## config.mk

```make
export PLATFORM = sky130hd
export DESIGN_NAME = btpl_walker
export DESIGN_NICKNAME = d
export VERILOG_FILES = /design/src/sv/btpl_pkg.sv /design/src/sv/btpl_walker.sv
export SDC_FILE = /design/constraint.sdc
export NUM_CORES = 1
export LEC_CHECK = 0
export ABC_AREA = 1
export BUFFER_PORTS_ARGS = -buffer_cell sky130_fd_sc_hd__buf_2
export CAP_MARGIN = 40
export CORE_AREA = 3 3 184 141
export CTS_CLUSTER_DIAMETER = 80
export DETAILED_ROUTE_END_ITERATION = 8
export DIE_AREA = 0 0 187 144
export MAX_ROUTING_LAYER = met4
export PLACE_DENSITY_LB_ADDON = 0.12
export SLEW_MARGIN = 20
export SYNTH_ARGS = -nofsm -noshare
export SYNTH_HDL_FRONTEND = slang
export SYNTH_SLANG_ARGS = --single-unit
```

## constraint.sdc

```tcl
create_clock -name clk -period 4.9 [get_ports clk]
set_input_delay 0.735 -clock clk [delete_from_list [all_inputs] [get_ports clk]]
set_output_delay 0.735 -clock clk [all_outputs]
set_load 0.02 [all_outputs]
```

## src/sv/btpl_pkg.sv

```systemverilog
// Types, constants and codes of the binary trie prefix lookup unit.
package btpl_pkg;

  localparam int NODE_COUNT = 1024;
  localparam int ADDR_BITS  = 32;

  localparam int NODE_W  = $clog2(NODE_COUNT);
  localparam int USED_W  = $clog2(NODE_COUNT + 1);
  localparam int DEPTH_W = $clog2(ADDR_BITS + 1);
  localparam int ABIT_W  = $clog2(ADDR_BITS);

  typedef enum logic [2:0] {
    ST_HIT      = 3'd0,
    ST_MISS     = 3'd1,
    ST_INSERTED = 3'd2,
    ST_REPLACED = 3'd3,
    ST_FULL     = 3'd4
  } status_t;

  typedef enum logic [1:0] {
    S_IDLE,
    S_WALK,
    S_HOLD
  } walk_state_t;

  typedef struct packed {
    logic        mode;
    logic [31:0] address;
    logic [5:0]  prefix_len;
    logic [31:0] next_hop_in;
  } in_item_t;

  typedef struct packed {
    status_t     status;
    logic [31:0] next_hop_out;
    logic [31:0] stored_prefix;
  } out_item_t;

  typedef struct packed {
    logic [1:0][NODE_W-1:0] kid;
    logic                   valid;
    logic [31:0]            hop;
    logic [31:0]            addr;
  } node_t;

  typedef struct packed {
    logic              we;
    logic [NODE_W-1:0] waddr;
    node_t             wdata;
    logic [NODE_W-1:0] raddr;
  } ram_req_t;

endpackage

```

## src/sv/btpl_walker.sv

```systemverilog
// Trie walker: one node per cycle for insert and search, node allocation.
module btpl_walker (
  input  logic                clk,
  input  logic                rst_n,
  input  logic                in_valid,
  output logic                in_ready,
  input  btpl_pkg::in_item_t  in_data,
  output logic                res_valid,
  input  logic                res_ready,
  output btpl_pkg::out_item_t res_data,
  output btpl_pkg::ram_req_t  ram_req,
  input  btpl_pkg::node_t     ram_rdata
);
  import btpl_pkg::*;

  walk_state_t        state_r, state_nxt;
  logic [NODE_W-1:0]  cur_r, cur_nxt;
  logic [DEPTH_W-1:0] d_r, d_nxt;
  logic [DEPTH_W-1:0] len_r, len_nxt;
  logic               mode_r, mode_nxt;
  logic [31:0]        addr_r, addr_nxt;
  logic [31:0]        hop_r, hop_nxt;
  logic               fresh_r, fresh_nxt;
  logic               found_r, found_nxt;
  logic [31:0]        best_hop_r, best_hop_nxt;
  logic [31:0]        best_addr_r, best_addr_nxt;
  logic [USED_W-1:0]  used_r, used_nxt;
  logic               root_clean_r, root_clean_nxt;
  out_item_t          res_r, res_nxt;

  node_t              nd;
  node_t              wn;
  logic [DEPTH_W-1:0] pos;
  logic               bsel;
  logic [NODE_W-1:0]  kid;
  logic               take_here;
  logic [DEPTH_W-1:0] len_in;

  always_ff @(posedge clk) begin
    if (!rst_n) begin
      state_r      <= S_IDLE;
      used_r       <= USED_W'(1);
      root_clean_r <= 1'b1;
    end else begin
      state_r      <= state_nxt;
      used_r       <= used_nxt;
      root_clean_r <= root_clean_nxt;
    end
  end

  always_ff @(posedge clk) begin
    cur_r       <= cur_nxt;
    d_r         <= d_nxt;
    len_r       <= len_nxt;
    mode_r      <= mode_nxt;
    addr_r      <= addr_nxt;
    hop_r       <= hop_nxt;
    fresh_r     <= fresh_nxt;
    found_r     <= found_nxt;
    best_hop_r  <= best_hop_nxt;
    best_addr_r <= best_addr_nxt;
    res_r       <= res_nxt;
  end

  // Fresh nodes and the untouched root read as all zero.
  always_comb begin
    if (fresh_r || (root_clean_r && (cur_r == '0))) begin
      nd = '0;
    end else begin
      nd = ram_rdata;
    end
  end

  assign pos       = DEPTH_W'(ADDR_BITS - 1) - d_r;
  assign bsel      = addr_r[pos[ABIT_W-1:0]];
  assign kid       = nd.kid[bsel];
  assign take_here = (d_r >= len_r) && nd.valid;
  assign len_in    = (in_data.prefix_len > 6'(ADDR_BITS)) ? DEPTH_W'(ADDR_BITS)
                                                          : DEPTH_W'(in_data.prefix_len);

  always_comb begin
    state_nxt      = state_r;
    cur_nxt        = cur_r;
    d_nxt          = d_r;
    len_nxt        = len_r;
    mode_nxt       = mode_r;
    addr_nxt       = addr_r;
    hop_nxt        = hop_r;
    fresh_nxt      = fresh_r;
    found_nxt      = found_r;
    best_hop_nxt   = best_hop_r;
    best_addr_nxt  = best_addr_r;
    used_nxt       = used_r;
    res_nxt        = res_r;
    in_ready       = 1'b0;
    res_valid      = 1'b0;
    wn             = nd;
    ram_req.we     = 1'b0;
    ram_req.waddr  = cur_r;
    ram_req.wdata  = nd;
    ram_req.raddr  = '0;

    case (state_r)
      S_IDLE: begin
        in_ready = 1'b1;
        if (in_valid) begin
          // Root read issued now, data arrives with the first walk cycle.
          mode_nxt  = in_data.mode;
          addr_nxt  = in_data.address;
          len_nxt   = len_in;
          hop_nxt   = in_data.next_hop_in;
          cur_nxt   = '0;
          d_nxt     = '0;
          fresh_nxt = 1'b0;
          found_nxt = 1'b0;
          state_nxt = S_WALK;
        end
      end

      S_WALK: begin
        res_nxt = '{status: ST_MISS, next_hop_out: '0, stored_prefix: '0};
        if (mode_r) begin
          if (d_r == len_r) begin
            wn.valid      = 1'b1;
            wn.hop        = hop_r;
            wn.addr       = addr_r;
            ram_req.we    = 1'b1;
            ram_req.wdata = wn;
            res_nxt.status = nd.valid ? ST_REPLACED : ST_INSERTED;
            state_nxt     = S_HOLD;
          end else if (kid != '0) begin
            ram_req.raddr = kid;
            cur_nxt       = kid;
            d_nxt         = d_r + 1'b1;
            fresh_nxt     = 1'b0;
          end else if (used_r == USED_W'(NODE_COUNT)) begin
            // Write back unchanged so a fresh node left behind reads as cleared.
            ram_req.we     = 1'b1;
            res_nxt.status = ST_FULL;
            state_nxt      = S_HOLD;
          end else begin
            wn.kid[bsel]  = used_r[NODE_W-1:0];
            ram_req.we    = 1'b1;
            ram_req.wdata = wn;
            cur_nxt       = used_r[NODE_W-1:0];
            used_nxt      = used_r + 1'b1;
            d_nxt         = d_r + 1'b1;
            fresh_nxt     = 1'b1;
          end
        end else begin
          if (take_here) begin
            found_nxt     = 1'b1;
            best_hop_nxt  = nd.hop;
            best_addr_nxt = nd.addr;
          end
          if ((d_r == DEPTH_W'(ADDR_BITS)) || (kid == '0)) begin
            state_nxt = S_HOLD;
            if ((d_r < len_r) || !(found_r || take_here)) begin
              res_nxt.status = ST_MISS;
            end else begin
              res_nxt.status        = ST_HIT;
              res_nxt.next_hop_out  = take_here ? nd.hop : best_hop_r;
              res_nxt.stored_prefix = take_here ? nd.addr : best_addr_r;
            end
          end else begin
            ram_req.raddr = kid;
            cur_nxt       = kid;
            d_nxt         = d_r + 1'b1;
          end
        end
      end

      S_HOLD: begin
        res_valid = 1'b1;
        if (res_ready) begin
          state_nxt = S_IDLE;
        end
      end

      default: begin
        state_nxt = S_IDLE;
      end
    endcase

    root_clean_nxt = root_clean_r && !(ram_req.we && (ram_req.waddr == '0));
  end

  assign res_data = res_r;

endmodule

```

==> flow_summary.json <==
{
  "ant_nets": 0,
  "start_kind": "flop",
  "p_int_mw": 3.81,
  "synth-xor-area-share_pct": 0.463,
  "grt_max_degree": 70,
  "worst-path-max-fanout": 18,
  "synthMuxAreaShare_pct": 0,
  "vias_per_cell": 5.03,
  "p_comb_share_pct": 21.4,
  "cp.arrival_ps": 3760,
  "cts_sinks": 234,
  "htreeDepth": 1,
  "drt_iter0_drc": 685,
  "maxClockFrequency_mhz": 223,
  "synth_top_family_by_area": "simple AND/OR/NAND/NOR gates",
  "slew_headroom_pct": 49.1,
  "fp.dieW_um": 187,
  "finalSetupViolations": 0,
  "p_clk_share_pct": 33.3,
  "fp.coreArea_um2": 24100,
  "synth-seq-cells": 234,
  "critPathKind": "reg -> out",
  "finalCritPeriodShare_pct": 91.7,
  "hp-class": "in -> reg",
  "synthCells": 1155,
  "synthesis.area_um2": 11400,
  "nets": 1648,
  "grt_pass1_wl_um": 50300,
  "die_h_um": 144,
  "fin_crit_ps": 4490,
  "hold_viol_final": 0,
  "hold_path_startpoint": "in_data[23]",
  "drv_slew": 0,
  "grt_pass1_vias": 8983,
  "max_slew.worst_pin.slew_ps": 763,
  "synthDistinctLibCells": 42,
  "cts_buffers": 25,
  "grt_antenna_before_repair": 8,
  "cts_tree": "yes",
  "r2r_start": "d_r[0]",
  "power_switching_mw": 1.68,
  "setup_tns_ps": 0,
  "io_buffers": 334,
  "drc": 0,
  "placed_cells": 1780,
  "synth_warnings": 0,
  "critPathLaunch": "d_r[0]",
  "drive_gt1_share_pct": 35.6,
  "die_area_um2": 26900,
  "synth_seq_area_share_pct": 60.6,
  "grt_overflow": 0,
  "p_per_area_nw_per_um2": 388,
  "synthTopCellsByArea": "edfxtp_1 (58%), nand2_1 (8.7%), o21ai_0 (6.1%)",
  "grt_usage_pct": 24.6,
  "synth_fp_nets": 1325,
  "gp_congestion": 0.950,
  "clkTransAtPathRegs_ps": 60,
  "fin_skew_ps": 11.5,
  "ctsRootBufferMaster": "clkbuf_16",
  "yosys.area.top_type": "edfxtp_1",
  "p_sw_share_pct": 30.6,
  "clockBufferDepth": 3,
  "ioPinCount": 335,
  "synth-main-ff-cell": "edfxtp_1",
  "pwr-share-seq_pct": 45.2,
  "dp_hpwl_um": 23400,
  "synth_top_area_share_pct": 58.1,
  "synth_edf_count": 220,
  "drv_cap": 0,
  "syn2layout_area_growth_pct": 24.4,
  "synth-simple-area-share_pct": 21.6,
  "critical_path_required_ps": 4160,
  "crit_path_end_kind": "output port",
  "firstDrtPassIters": 5,
  "wire_per_inst_um": 17.9,
  "vias": 9233,
  "row_count": 49,
  "rsz0062_at_grt": "no",
  "synth-compound-area-share_pct": 9.03,
  "synthArstFlopShare_pct": 0,
  "synth_adder_area_share_pct": 1.10,
  "ff2ff_setup_slack_ps": 1280,
  "start_util_pct": 47.2,
  "irDropWorstVdd_mv": 0.262,
  "finalWirelength_um": 32800,
  "insertion_delay_ps": 530,
  "outcome": "finished, final reports clean",
  "fin_cells": 1835,
  "p_leak_nw": 6.19,
  "syn-mean-instance-area_um2": 9.84
}
## flip-flops by register name (all words and copies together), names as in the netlist, 2 cells and up
| name | cells |
|---|---|
| best_addr_r | 32 |
| len_r | 6 |
| res_data | 67 |
| d_r | 6 |
| best_hop_r | 32 |
| hop_r | 32 |
| state_r | 2 |
| addr_r | 32 |
| cur_r | 10 |
| used_r | 11 |
## power groups by stage
stage | registers [mW] | clock network (mW) | logic, mW
floorplan | 2.58 | 0 | 0.707
global route | 2.50 | 1.95 | 1.30
finish | 2.48 | 1.83 | 1.18
global placement | 2.53 | 0 | 1.15
CTS | 2.49 | 1.86 | 1.17
detailed placement | 2.53 | 0 | 1.17
## path summary, 6_finish.rpt
path | to | cells after the start
hold / removal | hop_r[23] | 1
hold reg to reg | root_clean_r | 2
setup / recovery | ram_req[87] | 21
setup reg to reg | res_data[8] | 12
## layout make-up
| cell class | count | area, um^2 |
|---|---|---|
| Inverter | 129 | 493 |
| Antenna cell | 8 | 20.0 |
| Timing Repair Buffer | 350 | 1850 |
| Fill cell | 2107 | 9960 |
| Multi-Input combinational cell | 738 | 3700 |
| Clock inverter | 14 | 125 |
| Tap cell | 331 | 414 |
| Clock buffer | 31 | 648 |
| Sequential cell | 234 | 6890 |
## cell usage in the layout (no fill, tap or decap), types with 4 or more instances in the layout
cell type	n
buf_12	4
or2_2	60
nor3_1	6
nand4_1	4
clkinv_1	9
nor2_2	55
edfxtp_1	220
nor2_4	6
a21oi_1	30
buf_4	11
nand2_2	11
inv_2	4
clkbuf_1	6
diode_2	8
nor2_1	69
o21ai_1	5
dfxtp_1	14
o31ai_1	5
a21oi_2	7
o21ai_0	139
buf_2	334
xnor2_1	4
inv_1	122
ha_1	10
nand2_1	263
clkinv_2	4
nand3_1	42
clkbuf_16	25
## metal layers
layer  vias to the layer above  GRT usage, %  wire, um
li1                       4495             -         -
met5                         -             -         0
met4                         0          5.73       710
met2                       435          37.0     14600
met1                      4255          33.7     14400
met3                        48          6.69      3160
## stage by stage
step           utilization [%]  instance area [um^2]  setup slack (ps)  power [mW]  hold slack (ps)
2_1_floorplan                -                 11400              1020        3.29              437
3_3_place_gp              55.0                 13300               768        3.68              451
3_5_place_dp              55.3                 13300               686        3.70              453
4_1_cts                   58.5                 14100               108        5.52              353
5_1_grt                   58.7                 14100              65.5        5.75              354
6_report                  58.7                 14100               407        5.48              373
## cell usage after synthesis (7+ instances only)
| library cell | count |
|---|---|
| nand2_1 | 264 |
| o21ai_0 | 139 |
| dfxtp_1 | 14 |
| nand3_1 | 42 |
| a21oi_1 | 30 |
| nor2_2 | 55 |
| a21oi_2 | 7 |
| or2_2 | 60 |
| inv_1 | 124 |
| ha_1 | 10 |
| nor2_1 | 73 |
| nand2_2 | 10 |
| edfxtp_1 | 220 |
| clkbuf_1 | 37 |
## logic make-up after synthesis
| kind of cell | count (synthesis) |
|---|---|
| adder cells (fa/ha/maj) | 10 |
| XOR/XNOR | 6 |
| AO/OA/AOI/OAI | 193 |
| buffers and inverters | 183 |
| AND/OR/NAND/NOR | 529 |
| flip-flops | 234 |
## critical path: stages (launching register included)
cell	delay, ps
edfxtp_1	560
clkbuf_8	260
inv_8	110
nand2_1	60
nand3_1	60
nand2_1	60
nand2_1	60
nand2_1	50
nor2_1	150
nand2_4	140
nand2_4	190
nand2_1	70
nand2_1	110
nand2_1	90
nor2_2	180
nand3_4	170
nor2_4	220
nand2_2	190
inv_1	150
nand2_1	60
o21a_1	120
buf_2	160
## repair_timing
item / in CTS / in global routing
hold endpoints to repair: 0 / 0
setup endpoints to repair: 0 / 20
hold buffers: 0 / 0
buffers inserted: 0 / 2
resized for setup: 0 / 1
No activity file was read; power rests on OpenSTA's default activity.
